## config.mk

```make
export PLATFORM = sky130hd
export DESIGN_NAME = carl_queue
export DESIGN_NICKNAME = d
export VERILOG_FILES = /design/src/hdl/carl_queue.sv
export SDC_FILE = /design/constraint.sdc
export NUM_CORES = 1
export LEC_CHECK = 0
export BUFFER_PORTS_ARGS = -buffer_cell sky130_fd_sc_hd__buf_4
export CAP_MARGIN = 25
export CORE_ASPECT_RATIO = 1.4
export CORE_MARGIN = 2
export CORE_UTILIZATION = 55
export CTS_BUF_LIST = sky130_fd_sc_hd__clkbuf_4 sky130_fd_sc_hd__clkbuf_8
export DETAILED_ROUTE_END_ITERATION = 8
export PLACE_DENSITY_LB_ADDON = 0.12
export SLEW_MARGIN = 10
export SYNTH_ARGS = -nofsm -noshare
export SYNTH_HDL_FRONTEND = slang
export SYNTH_SLANG_ARGS = --single-unit
```

## constraint.sdc

```tcl
create_clock -name clk -period 3.4 [get_ports clk]
set_input_delay 0.51 -clock clk [delete_from_list [all_inputs] [get_ports clk]]
set_output_delay 0.51 -clock clk [all_outputs]
set_load 0.005 [all_outputs]
```

## src/hdl/carl_queue.sv

```systemverilog
// Short register queue between the front and back halves of the resampler.
// No package dependency; width and depth come from parameters.
module carl_queue #(
  parameter int WIDTH = 8,
  parameter int DEPTH = 4
) (
  input  logic             clk,
  input  logic             rst,
  input  logic             push,
  input  logic [WIDTH-1:0] push_data,
  output logic             full,
  input  logic             pop,
  output logic             head_valid,
  output logic [WIDTH-1:0] head_data
);

  localparam int PW = (DEPTH > 1) ? $clog2(DEPTH) : 1;
  localparam int CW = $clog2(DEPTH + 1);

  logic [WIDTH-1:0] slots [DEPTH];
  logic [PW-1:0]    wptr;
  logic [PW-1:0]    rptr;
  logic [CW-1:0]    count;
  logic             do_push;
  logic             do_pop;

  assign full       = (count == CW'(DEPTH));
  assign head_valid = (count != '0);
  assign head_data  = slots[rptr];
  assign do_push    = push && !full;
  assign do_pop     = pop && head_valid;

  always_ff @(posedge clk) begin
    if (rst) begin
      wptr  <= '0;
      rptr  <= '0;
      count <= '0;
    end else begin
      if (do_push) begin
        wptr <= (wptr == PW'(DEPTH - 1)) ? '0 : wptr + PW'(1);
      end
      if (do_pop) begin
        rptr <= (rptr == PW'(DEPTH - 1)) ? '0 : rptr + PW'(1);
      end
      unique case ({do_push, do_pop})
        2'b10:   count <= count + CW'(1);
        2'b01:   count <= count - CW'(1);
        default: count <= count;
      endcase
    end
  end

  always_ff @(posedge clk) begin
    if (do_push) begin
      slots[wptr] <= push_data;
    end
  end

endmodule

```

# After elaboration in Yosys (flattened, before gate mapping)
# Memories as Yosys holds them, arrays and structs flattened. A register that Yosys moved wholly into a read port is not among the register bits.
# Index checks and enable logic that the tools add are counted.
# word_totals
reg_bits	7
mem_bits_rw	32
in_bits	12
output_inout_bits	10
elab_cells	25
memories	1
# classes
n_addsub	4
eq_ne	5
mux	7
n_reduce_logical	5
# memory_table
memory	depth	word_bits	rd	rd_clocked_by_memory_dff	write_ports	line	source
slots	4	8	1	1	1	20	logic [WIDTH-1:0] slots [DEPTH];
# op_table
operator	count
$mux W2	4
$eq A2 B2 Y1 const B	3
$pmux W3 S2	1
$add A2 B1 Y2 const B	2
$add A3 B1 Y3 const B	1
$eq A3 B3 Y1 const B	1
$reduce_bool A3 Y1	1
$sub A3 B1 Y3 const B	1
$eq A2 B1 Y1 const B	1
$logic_and A1 B1 Y1	2
$mux W1	2
$reduce_bool A2 Y1	1
$logic_not A1 Y1	1

# Longest topological paths before layout
# depth
depth_word	5
depth_mapped	10
depth_no_buf	9

# Worst setup path before layout
# OpenSTA, ideal clock, no wires.
# synth_timing
kind	reg-to-reg
from	register count[2]
to	register count[2]
arrival_time_ns	2.271
slack_ns	1.059
stages_incl_launch_ff	11
path_buffers	1
path_cell_list	dfxtp_1 or3b_1 buf_6 and2_4 inv_1 ha_1 inv_1 fa_1 xor2_1 or3_2 a21oi_1
# synth_via
elab_chain_cells	5
word_cells_on_any_way	11
# synth_lines
element	line	source
from (decl)	23	logic [CW-1:0] count;
from (signal assigned)	46	2'b10: count <= count + CW'(1);
from (signal assigned)	47	2'b01: count <= count - CW'(1);
from (signal assigned)	48	default: count <= count;
$eq A3 B3 Y1	27	assign full = (count == CW'(DEPTH));
$logic_not A1 Y1	30	assign do_push = push && !full;
$logic_and A1 B1 Y1	30	
$eq A2 B1 Y1 or $eq A2 B2 Y1 (tied branches)	45	unique case ({do_push, do_pop})
$pmux W3 S2 or $reduce_bool A2 Y1 (tied branches)	--	
# Parallel ways exist; a longest one is shown, timed or not.
# A chain may end at the register's enable or synchronous reset.

# Worst setup path in the final report
# Ends and elaborated chain as after synthesis.

==> run metrics <==
status=finished, final reports clean; Hold Vio Cnt, Final=0; Area after DPL=1830 um2; clock sinks=a little over 40; diodes inserted=0; Hold/Removal Path Class=input pin to flip-flop; Mapped Cells=96; num rows=23; Die Width=just over 50 um; warnings from Yosys=0; setup violators final=0; Num CTS Buffers=5; Peak VDD IR=0.000610 V; DR WL/cell=15.8 um; Initial Util=between 50% and 60%; Syn Area/Cell=about 17 um2; Routability Congestion=0.722; Crit Path Category=flip-flop to flip-flop; P per Cell Area=~700 nW/um2; Tmin final=2560 ps; fin nets=about 140; Crit path arrival time=2790 ps; Crit. End Element=flip-flop; Max Freq=~400 MHz; register area=approximately 1100 um2; die footprint=approximately 3500 um2; Post-CTS Resized=0; fin area=1950 um2; #FFs+latches synth=between 40 and 50; Critical path origin=count[2]; total of max-cap violations=0; Placeable Area=roughly 2800 um2; Clock Latency Late Sink=just under 300 ps; CTS tree=done; CP required=around 3600 ps; total wire length=2490 um; mapped cell area=between 1500 and 2000 um2; syn nets=115; Worst-path clk slew=80 ps; Seq/Total Area, Yosys=between 60 and 70%; clock skew=7.36 ps; Pins Over Slew Limit=0; synth unique cells=27; setup TNS=0 ps; number of global-route vias before repair=a little under 900; largest net degree at the start of global routing=14; DR DRC count=0; commonest cells after routing, fill and taps aside=edfxtp_1 (32), buf_4 (21), dfxtp_1 (9); RR Startpoint=count[2]; RSZ-0062 raised after global routing=false; global-route wire length before repair=around 3900 um; worst slew pin tran=between 500 and 600 ps; port bufs=21; headroom to the max-slew limit=between 60% and 70%; Leak=approximately 0.74 nW; GRT Residual Overflow=0; total track usage=approximately 17%; CTS H-tree depth=2; initial antenna violation count=0; Die Ht=slightly below 70 um; post-cts hold buffer count=0; CP max FO=9; First-pass DRT Iterations=2; area of the multi-input gates=about 460 um2; fillcell total=roughly 210; deepest clock path buffer count=2; post-CTS setup buffers=0; initial DRC count=20; layout cell share with drive strength beyond 1=~36%; synthesis-to-layout area growth=18.2%; clk root buf=clkbuf_8; most common cell after layout, fill and taps aside=edfxtp_1; Critical Path Start Type=flip-flop; I/O pins=22; vias per cell=~5.3; via count=about 840; Final period util=75.4%; DP HPWL=1780 um; ANT nets after route=0; min-delay src=push_data[4]
[flip-flops by register name, indices dropped and copies added (netlist names), named ones only]
name	cells
count	3
rptr	2
slots	32
wptr	2
[per-stage QoR]
stage,power [mW],instances,setup WS (ps),util [%],hold slack [ps]
2_1_floorplan,0.884,96,1060,-,463
3_3_place_gp,0.996,150,979,64.3,477
3_5_place_dp,1.02,150,847,64.3,515
4_1_cts,1.41,158,828,68.5,402
5_1_grt,1.47,158,760,68.5,399
6_report,1.40,158,838,68.5,408
[critical path: stages (launching register included)]
cell and delay (ps):
dfxtp_1 400, or3b_1 510, and2_4 220, inv_1 50
ha_1 180, inv_1 60, fa_1 370, xor2_1 160
or3_2 410, a21oi_1 140
[Yosys cell counts (all sizes together)]
| library cell | count | share of area (%) |
|---|---|---|
| edfxtp | 32 | 58 |
| dfxtp | 9 | 11 |
| inv | 8 | 1.8 |
| mux4 | 8 | 11 |
| ha | 6 | 4.5 |
| a21oi | 4 | 1.2 |
| and3 | 4 | 1.7 |
| nor2 | 4 | 0.91 |
| buf | 3 | 1.2 |
| or3 | 3 | 1.3 |
| nand3 | 2 | 0.61 |
| o31ai | 2 | 1.2 |
| xor2 | 2 | 1.1 |
| a21o | 1 | 0.46 |
| and2 | 1 | 0.53 |
| clkbuf | 1 | 0.23 |
| fa | 1 | 1.2 |
| mux2i | 1 | 0.61 |
| nand2 | 1 | 0.23 |
| nor3 | 1 | 0.30 |
| o21ai | 1 | 0.30 |
| or3b | 1 | 0.53 |
[area by class of cell]
class | instances | share of cell area [%]
sequential | 41 | 58.5
timing repair buffer | 21 | 8.08
clock inverter | 2 | 1.92
tap | 37 | 2.37
multi-input combinational | 43 | 23.3
clock buffer | 6 | 4.23
inverter | 8 | 1.54
[cells by family after synthesis]
logic type / count (synthesis) / synth area share [%]
flip-flops: 41 / 69.1
AND/OR/NAND/NOR: 17 / 6.06
buffers and inverters: 12 / 3.26
multiplexers: 9 / 11.5
AO/OA/AOI/OAI: 8 / 3.18
adder cells (fa/ha/maj): 7 / 5.76
XOR/XNOR: 2 / 1.06
[path summary, 6_finish.rpt]
path                  to  slack (ps)  depth (start not counted)
max             count[2]         840                          9
min          slots[3][4]         410                          1
max reg2reg     count[2]         840                          9
min reg2reg      rptr[0]         520                          2
[power breakdown]
group          switching (mW)  leakage (nW)  internal (mW)
Combinational           0.141         0.311          0.191
Clock                   0.160        0.0574          0.238
Sequential             0.0557         0.367          0.609
[metal layers]
metal / routed length, um / global-route usage, % / up-vias
li1: - / - / 406
met1: 909 / 15.5 / 405
met2: 1380 / 31.7 / 21
met3: 148 / 6.68 / 7
met4: 47 / 8.11 / 0
met5: 0 / 0 / -
Power figures use the tool's default switching activity.
