## config.mk

```make
export PLATFORM = sky130hd
export DESIGN_NAME = carl_front
export DESIGN_NICKNAME = d
export VERILOG_FILES = /design/src/hdl/carl_pkg.sv /design/src/hdl/carl_front.sv
export SDC_FILE = /design/constraint.sdc
export NUM_CORES = 2
export LEC_CHECK = 0
export ABC_AREA = 1
export BUFFER_PORTS_ARGS = -buffer_cell sky130_fd_sc_hd__buf_4
export CAP_MARGIN = 20
export CORE_ASPECT_RATIO = 0.75
export CORE_UTILIZATION = 55
export CTS_CLUSTER_SIZE = 24
export DETAILED_ROUTE_END_ITERATION = 12
export HOLD_SLACK_MARGIN = 0.08
export PLACE_DENSITY_LB_ADDON = 0.05
export SYNTH_ARGS = -nofsm -noshare
export SYNTH_HDL_FRONTEND = slang
export SYNTH_SLANG_ARGS = --single-unit
```

## constraint.sdc

```tcl
create_clock -name clk -period 17.5 [get_ports clk]
set_clock_uncertainty 0.2 [all_clocks]
set_input_delay 1.75 -clock clk [delete_from_list [all_inputs] [get_ports clk]]
set_output_delay 1.75 -clock clk [all_outputs]
set_load 0.02 [all_outputs]
```

## src/hdl/carl_pkg.sv

```systemverilog
// Shared types and constants for the column affine linear resampler.
// No dependencies; used by the front, back and top-level files.
package carl_pkg;

  localparam int IDX_W    = 8;                      // row and column fields
  localparam int PIX_W    = 16;                     // pixel width
  localparam int STEP_W   = 32;                     // Q16.16 step registers
  localparam int SIZE_W   = 9;                      // size register
  localparam int PROD_W   = IDX_W + STEP_W + 1;     // index times step
  localparam int Y_W      = IDX_W + STEP_W + 2;     // full source row position
  localparam int CFG_IDX_W = 2;
  localparam int QUEUE_DEPTH = 4;

  typedef enum logic [0:0] {
    REQ_WRITE = 1'b0,
    REQ_QUERY = 1'b1
  } req_t;

  typedef enum logic [1:0] {
    REGION_INTERP  = 2'd0,
    REGION_FIRST   = 2'd1,
    REGION_LAST    = 2'd2,
    REGION_OUTSIDE = 2'd3
  } region_t;

  typedef enum logic [CFG_IDX_W-1:0] {
    CFG_SIZE   = 2'd0,
    CFG_SCALE  = 2'd1,
    CFG_SHEAR  = 2'd2,
    CFG_OFFSET = 2'd3
  } cfg_index_t;

  typedef struct packed {
    logic signed [STEP_W-1:0] scale;
    logic signed [STEP_W-1:0] shear;
    logic signed [STEP_W-1:0] offset;
  } steps_t;

endpackage

```

## src/hdl/carl_front.sv

```systemverilog
// Front end: accepts items, forms the source row position and classifies it.
// Depends on carl_pkg; pushes packed entries into carl_queue.
module carl_front #(
  parameter int MAX_SIZE  = 256,
  parameter int FRAC_BITS = 16,
  localparam int RW = $clog2(MAX_SIZE),
  localparam int SW = $clog2(MAX_SIZE + 1),
  localparam int EW = 1 + 2 + 3 * RW + FRAC_BITS + carl_pkg::PIX_W
) (
  input  logic                              clk,
  input  logic                              rst,
  input  logic                              in_valid,
  output logic                              in_ready,
  input  logic                              in_type,
  input  logic [carl_pkg::IDX_W-1:0]        in_row,
  input  logic [carl_pkg::IDX_W-1:0]        in_col,
  input  logic signed [carl_pkg::PIX_W-1:0] in_pixel,
  input  logic [SW-1:0]                     side,
  input  carl_pkg::steps_t                  steps,
  input  logic                              q_full,
  output logic                              push,
  output logic [EW-1:0]                     entry
);

  localparam int YW = carl_pkg::Y_W;

  logic adv;

  // stage 1: products
  logic                              f1_valid;
  logic                              f1_type;
  logic                              f1_keep;
  logic [carl_pkg::IDX_W-1:0]        f1_row;
  logic [carl_pkg::IDX_W-1:0]        f1_col;
  logic signed [carl_pkg::PIX_W-1:0] f1_pixel;
  logic signed [carl_pkg::PROD_W-1:0] f1_prow;
  logic signed [carl_pkg::PROD_W-1:0] f1_pcol;

  // stage 2: position
  logic                              f2_valid;
  logic                              f2_type;
  logic                              f2_keep;
  logic [carl_pkg::IDX_W-1:0]        f2_row;
  logic [carl_pkg::IDX_W-1:0]        f2_col;
  logic signed [carl_pkg::PIX_W-1:0] f2_pixel;
  logic signed [YW-1:0]              f2_y;
  logic                              f2_colout;

  // stage 3: compare flags
  logic                              f3_valid;
  logic                              f3_type;
  logic                              f3_keep;
  logic [carl_pkg::IDX_W-1:0]        f3_row;
  logic [carl_pkg::IDX_W-1:0]        f3_col;
  logic signed [carl_pkg::PIX_W-1:0] f3_pixel;
  logic                              f3_colout;
  logic                              f3_ge_nh;
  logic                              f3_le_zero;
  logic                              f3_ge_lim1;
  logic                              f3_le_lim2;
  logic [RW-1:0]                     f3_r;
  logic [FRAC_BITS-1:0]              f3_frac;

  logic signed [YW-1:0] half;
  logic signed [YW-1:0] neg_half;
  logic signed [YW-1:0] lim1;
  logic signed [YW-1:0] lim2;
  logic                 in_keep;

  carl_pkg::region_t    code;
  logic [RW-1:0]        row_a;
  logic [RW-1:0]        row_b;
  logic [RW-1:0]        last_row;
  logic                 is_write;

  // stall the whole front only when a kept item cannot enter the queue
  assign adv      = !(f3_valid && f3_keep) || !q_full;
  assign in_ready = adv;
  assign push     = f3_valid && f3_keep && adv;

  assign in_keep = (in_type == carl_pkg::REQ_QUERY) ||
                   ((int'(in_row) < MAX_SIZE) && (int'(in_col) < MAX_SIZE));

  assign half     = YW'(1) <<< (FRAC_BITS - 1);
  assign neg_half = -half;
  assign lim1     = $signed(YW'(side - SW'(1)) << FRAC_BITS);
  assign lim2     = lim1 + half;
  assign last_row = RW'(side - SW'(1));

  always_ff @(posedge clk) begin
    if (rst) begin
      f1_valid <= 1'b0;
      f2_valid <= 1'b0;
      f3_valid <= 1'b0;
    end else if (adv) begin
      f1_valid <= in_valid;
      f2_valid <= f1_valid;
      f3_valid <= f2_valid;
    end
  end

  always_ff @(posedge clk) begin
    if (adv) begin
      f1_type  <= in_type;
      f1_keep  <= in_keep;
      f1_row   <= in_row;
      f1_col   <= in_col;
      f1_pixel <= in_pixel;
      f1_prow  <= $signed({1'b0, in_row}) * steps.scale;
      f1_pcol  <= $signed({1'b0, in_col}) * steps.shear;

      f2_type   <= f1_type;
      f2_keep   <= f1_keep;
      f2_row    <= f1_row;
      f2_col    <= f1_col;
      f2_pixel  <= f1_pixel;
      f2_y      <= steps.offset + f1_prow - f1_pcol;
      f2_colout <= int'(f1_col) >= int'(side);

      f3_type    <= f2_type;
      f3_keep    <= f2_keep;
      f3_row     <= f2_row;
      f3_col     <= f2_col;
      f3_pixel   <= f2_pixel;
      f3_colout  <= f2_colout;
      f3_ge_nh   <= f2_y >= neg_half;
      f3_le_zero <= f2_y[YW-1] || (f2_y == '0);
      f3_ge_lim1 <= f2_y >= lim1;
      f3_le_lim2 <= f2_y <= lim2;
      f3_r       <= f2_y[FRAC_BITS +: RW];
      f3_frac    <= f2_y[FRAC_BITS-1:0];
    end
  end

  assign is_write = (f3_type == carl_pkg::REQ_WRITE);

  always_comb begin
    priority if (f3_colout) begin
      code = carl_pkg::REGION_OUTSIDE;
    end else if (f3_ge_nh && f3_le_zero) begin
      code = carl_pkg::REGION_FIRST;
    end else if (f3_ge_lim1 && f3_le_lim2) begin
      code = carl_pkg::REGION_LAST;
    end else if (!f3_ge_nh || !f3_le_lim2) begin
      code = carl_pkg::REGION_OUTSIDE;
    end else begin
      code = carl_pkg::REGION_INTERP;
    end
  end

  always_comb begin
    if (is_write) begin
      row_a = RW'(f3_row);
    end else begin
      unique case (code)
        carl_pkg::REGION_FIRST:   row_a = '0;
        carl_pkg::REGION_LAST:    row_a = last_row;
        carl_pkg::REGION_INTERP:  row_a = f3_r;
        carl_pkg::REGION_OUTSIDE: row_a = '0;
        default:                  row_a = '0;
      endcase
    end
    row_b = f3_r + RW'(1);
  end

  assign entry = {is_write, code, RW'(f3_col), row_a, row_b, f3_frac, f3_pixel};

endmodule

```

---- After elaboration in Yosys (flattened, before gate mapping) ----
Index checks and enable logic that the tools add are counted.
storage, ports and cells
  word-level logic and storage cells ...... 61
  flip-flop bits (word level) ............. 256
cells by class
  $mul .................................... 2
  equality and inequality tests ........... 3
  $lt $le $gt $ge ......................... 4
  reduce and logical (&&, ||, !) cells .... 13
  $add $sub $neg .......................... 6
  bitwise gates (word level) .............. 1
  muxes and demuxes ....................... 6
operator list
  operator                                                                               count
  9-bit by 32-bit multiplier with 41-bit output                                          2
  32-bit by 41-bit adder with 42-bit output                                              1
  42-bit by 16-bit greater-or-equal comparator with 1-bit output, second input constant  1
  42-bit by 26-bit greater-or-equal comparator with 1-bit output                         1
  42-bit by 27-bit less-or-equal comparator with 1-bit output                            1
  42-bit zero test                                                                       1
  42-bit by 41-bit subtractor with 42-bit output                                         1
  26-bit by 17-bit adder with 27-bit output, second input constant                       1
  8-bit case mux with 3 select lines                                                     1
  9-bit by 1-bit subtractor with 10-bit output, second input constant                    1
  8-bit by 9-bit greater-or-equal comparator with 1-bit output                           1
  8-bit by 1-bit adder with 8-bit output, second input constant                          1
  2-bit two-way mux                                                                      4
  8-bit two-way mux                                                                      1
  8-bit by 1-bit subtractor with 8-bit output, second input constant                     1
  2-bit == test, second input constant                                                   2
  1-bit zero test                                                                        4
  1-bit logical AND                                                                      3
  1-bit logical OR                                                                       3
  2-bit by 1-bit == test with 1-bit output, second input constant                        1
  2-bit zero test                                                                        1
  2-bit OR reduction                                                                     1
  1-bit NOT                                                                              1

---- Logic depth before layout (Yosys ltp) ----
  word-level depth ........................ 10
  mapped depth ............................ 24
  gate-level depth less buffers ........... 23

---- Worst setup path after synthesis ----
OpenSTA, ideal clock, no wires.
  path type ............................... input -> output
  start point ............................. input q_full
  end point ............................... output in_ready
  path slack .............................. 8338 ps
  required time ........................... 15550 ps
  cell stages on the path ................. 1
  arrival time ............................ 7212 ps
  path buffers ............................ 0
  cells stage by stage .................... nand2_1
on the way
  cells in the longest elaborated chain, start to end .. 2
ends and longest elaborated chain
  element             RTL line          source
  start: declaration  carl_front.sv:20  input logic q_full,
  1-bit zero test     carl_front.sv:77  assign adv = !(f3_valid && f3_keep) || !q_full;
  1-bit logical OR    carl_front.sv:77
  end: declaration    carl_front.sv:13  output logic in_ready,
Every way passes these cells.

---- Final worst setup path ----
  start point ............................. input in_col[0] (netlist name)
  end point ............................... register f1_pcol[37] (netlist name), data pin
on the way
  cells in the longest elaborated chain, start to end .. 1
ends and longest elaborated chain
  element                                        RTL line           source
  start: declaration                             carl_front.sv:16   input logic [carl_pkg::IDX_W-1:0] in_col,
  9-bit by 32-bit multiplier with 41-bit output  carl_front.sv:110  f1_pcol <= $signed({1'b0, in_col}) * steps.shear;
  end signal: assignment                         carl_front.sv:110
  end: declaration                               carl_front.sv:37   logic signed [carl_pkg::PROD_W-1:0] f1_pcol;
Every way passes these cells.
A chain may end at the register's enable or synchronous reset.

==> reports/results.tsv <==
metric	value	unit
run_status	complete, no violations	
portBuffers	202	
critPathRequiredTime	17.63	ns
dpl.hpwl	70700	um
pre_cts_ws	10.72	ns
antenna_cells	0	
row_count	78	
via_per_inst	4.87	
cts_made_buffers	28	
start_util	56.1	%
hold_violations	0	
grt_overflow_total	0	
cts_tree	done	
cp_max_fo	33	
cts_sinks	256	
rsz0062_at_grt	false	
placed_cell_area	0.0363	sq mm
synth_edf_count	253	
grt_max_degree	77	
arrival	6.43	ns
gp_congestion	0.967	
die_w	290	um
dieArea	0.0632	sq mm
die_y	218	um
yosysSeqAreaShare	22.4	%
cts-resized-gates	0	
syn_area_per_cell	7.56	sq um
max_stage_delay	0.65	ns
post_drt_wl_per_cell	15.3	um
synth-async-reset-ratio	0	%
via_count	26600	
multi_input_area	0.0209	sq mm
firstDrtPassIters	5	
post_cts_buffers	0	
grt_pass1_wl	137000	um
synth-seq-cells	256	
layout_commonest_cell	nand2_1	
worstPathCellList	buf_4 > nand2_1 > fa_1 > inv_1 > fa_1 > inv_1 > fa_1 > fa_1 > inv_1 > ha_1 > nand2_1 > nor2_1 > nand2_1 > nor2_1 > nand4_1 > nand4_1 > nand2_1	
finalCritPeriodShare	36.0	%
ff_latch_area	0.00766	sq mm
fp.coreArea	0.0610	sq mm
syn-num-nets	5348	
root_buffer	clkbuf_16	
first_iter_violations	2105	
period_needed	6.30	ns
fillers	5721	
synth_warnings	0	
clk_latency	0.58	ns
io_pins	203	
hold_depth	0	
setup_viol	0	
criticalPathCategory	input port to register	
layout-drive-gt1-share	6.86	%
timing.slew.headroom	34.2	%
fin_ws	11.20	ns
synth_area	0.0342	sq mm
finalNonFillerCells	5465	
worst_slew_pin_slew	0.987	ns
cap_viol_max_count	0	
final_nets	5469	
antenna_found_initial	0	
leakagePower	22.3	nW
max_freq	159	MHz
wirelength	83500	um
fin_area	0.0372	sq mm
cp_slowest_cell	fa_1	
synthCells	4526	
h-tree-depth	1	
grt_pass1_vias	25800	
final_antenna_net_count	0	
start_kind	input port	
setup_tns	0	ns
min_path_type	register to register	
ir_worst_vdd	0.000116	V
worstRegToRegCells	16	
dp.cells	5417	
p_per_area	201	mW/mm^2
drv_slew	0	
cts_hold_buf	0	
synth_cell_types	43	
final_cell_mix	1419 x nand2_1, 1348 x inv_1, 437 x fa_1	
critPathCaptureType	register	
drc	0	
ys.flop_type	edfxtp_1	
area_delta_synth_final	8.66	%
grtUsageTotal	27.3	%
clockBufferDepth	3	
clk_pin_slew	0.06	ns
-- final cells by class --
type                    count  share of cell area, %
flip-flops and latches    256                   20.6
clock buffers              34                   1.95
well taps                 800                   2.69
inverters                1365                   13.8
repair buffers            205                   4.14
multi-input cells        2791                   56.3
clock inverters            14                  0.535
-- sequential cells by signal (all words and copies together), names as in the netlist, 16 cells and up --
name	cells
f2_y	42
f3_pixel	16
f1_pixel	16
f3_frac	16
f2_pixel	16
f1_pcol	41
f1_prow	41
-- cells in the mapped netlist, types with 2 or more instances --
cell type,count,area share [%]
inv_1,1348,15
nand3_1,105,1.5
ha_1,243,8.9
inv_2,9,0.099
a31oi_1,5,0.091
clkinv_1,8,0.088
fa_1,437,26
edfxtp_1,253,22
o21bai_1,12,0.26
nand3b_1,2,0.044
nor2_2,14,0.26
dfxtp_1,3,0.18
nand3_2,16,0.47
clkbuf_1,60,0.66
clkbuf_2,50,0.73
or2_2,2,0.037
nor2_1,219,2.4
nor2_4,4,0.13
a21oi_1,103,1.5
o21ai_0,28,0.41
xor2_1,55,1.4
a21oi_2,6,0.15
nand2_2,17,0.31
o21a_1,4,0.088
nand2_1,1420,16
nand2_4,6,0.20
nand2b_1,2,0.037
nor3_1,20,0.29
nand4_1,31,0.57
and2_1,3,0.055
nor4_1,9,0.16
a22oi_1,2,0.044
buf_4,4,0.088
xnor2_1,17,0.44
-- layer usage --
layer | global-route usage (%) | up-vias | share of wire, %
met3 | 4.28 | 92 | 7.8
met4 | 5.18 | 0 | 2.0
met1 | 42.5 | 12300 | 49
met5 | 0 | - | 0
li1 | - | 13300 | -
met2 | 40.2 | 851 | 41
-- path summary, 6_finish.rpt --
kind                             start               endpoint  slack [ns]
setup reg to reg  f1_prow[0]$_DFFE_PP_     f2_y[30]$_DFFE_PP_       14.21
hold / removal     f1_row[6]$_DFFE_PP_    f2_row[6]$_DFFE_PP_        0.22
hold reg to reg    f1_row[6]$_DFFE_PP_    f2_row[6]$_DFFE_PP_        0.22
setup / recovery             in_col[0]  f1_pcol[37]$_DFFE_PP_       11.20
-- kinds of logic after synthesis --
family	Yosys count	share of synthesized area [%]
DFF	256	22.4
buffers and inverters	1479	16.5
AOI/OAI and AO/OA	164	2.66
adders and majority gates	680	34.5
xor gates and xnor gates	72	1.84
and+or+nand+nor	1875	22.2
-- critical path, delay by kind of cell --
family	cells	cell delay (ns)
adders and majority gates	5	2.59
and+or+nand+nor	8	1.44
buffers and inverters	4	0.61
-- power by group --
part           leakage [nW]  internal (W)  switching (W)
Combinational          19.1       0.00188        0.00373
Clock                 0.441      0.000353       0.000247
Sequential             2.70       0.00111       0.000138
-- stage by stage --
step           utilization [%]  hold WS [ns]  total power [W]
4_1_cts                   60.9         0.216          0.00742
3_5_place_dp              59.4         0.205          0.00678
5_1_grt                   60.9         0.218          0.00827
2_1_floorplan                -         0.200          0.00520
3_3_place_gp              59.4         0.200          0.00673
6_report                  60.9         0.216          0.00746
Power figures use the tool's default switching activity.
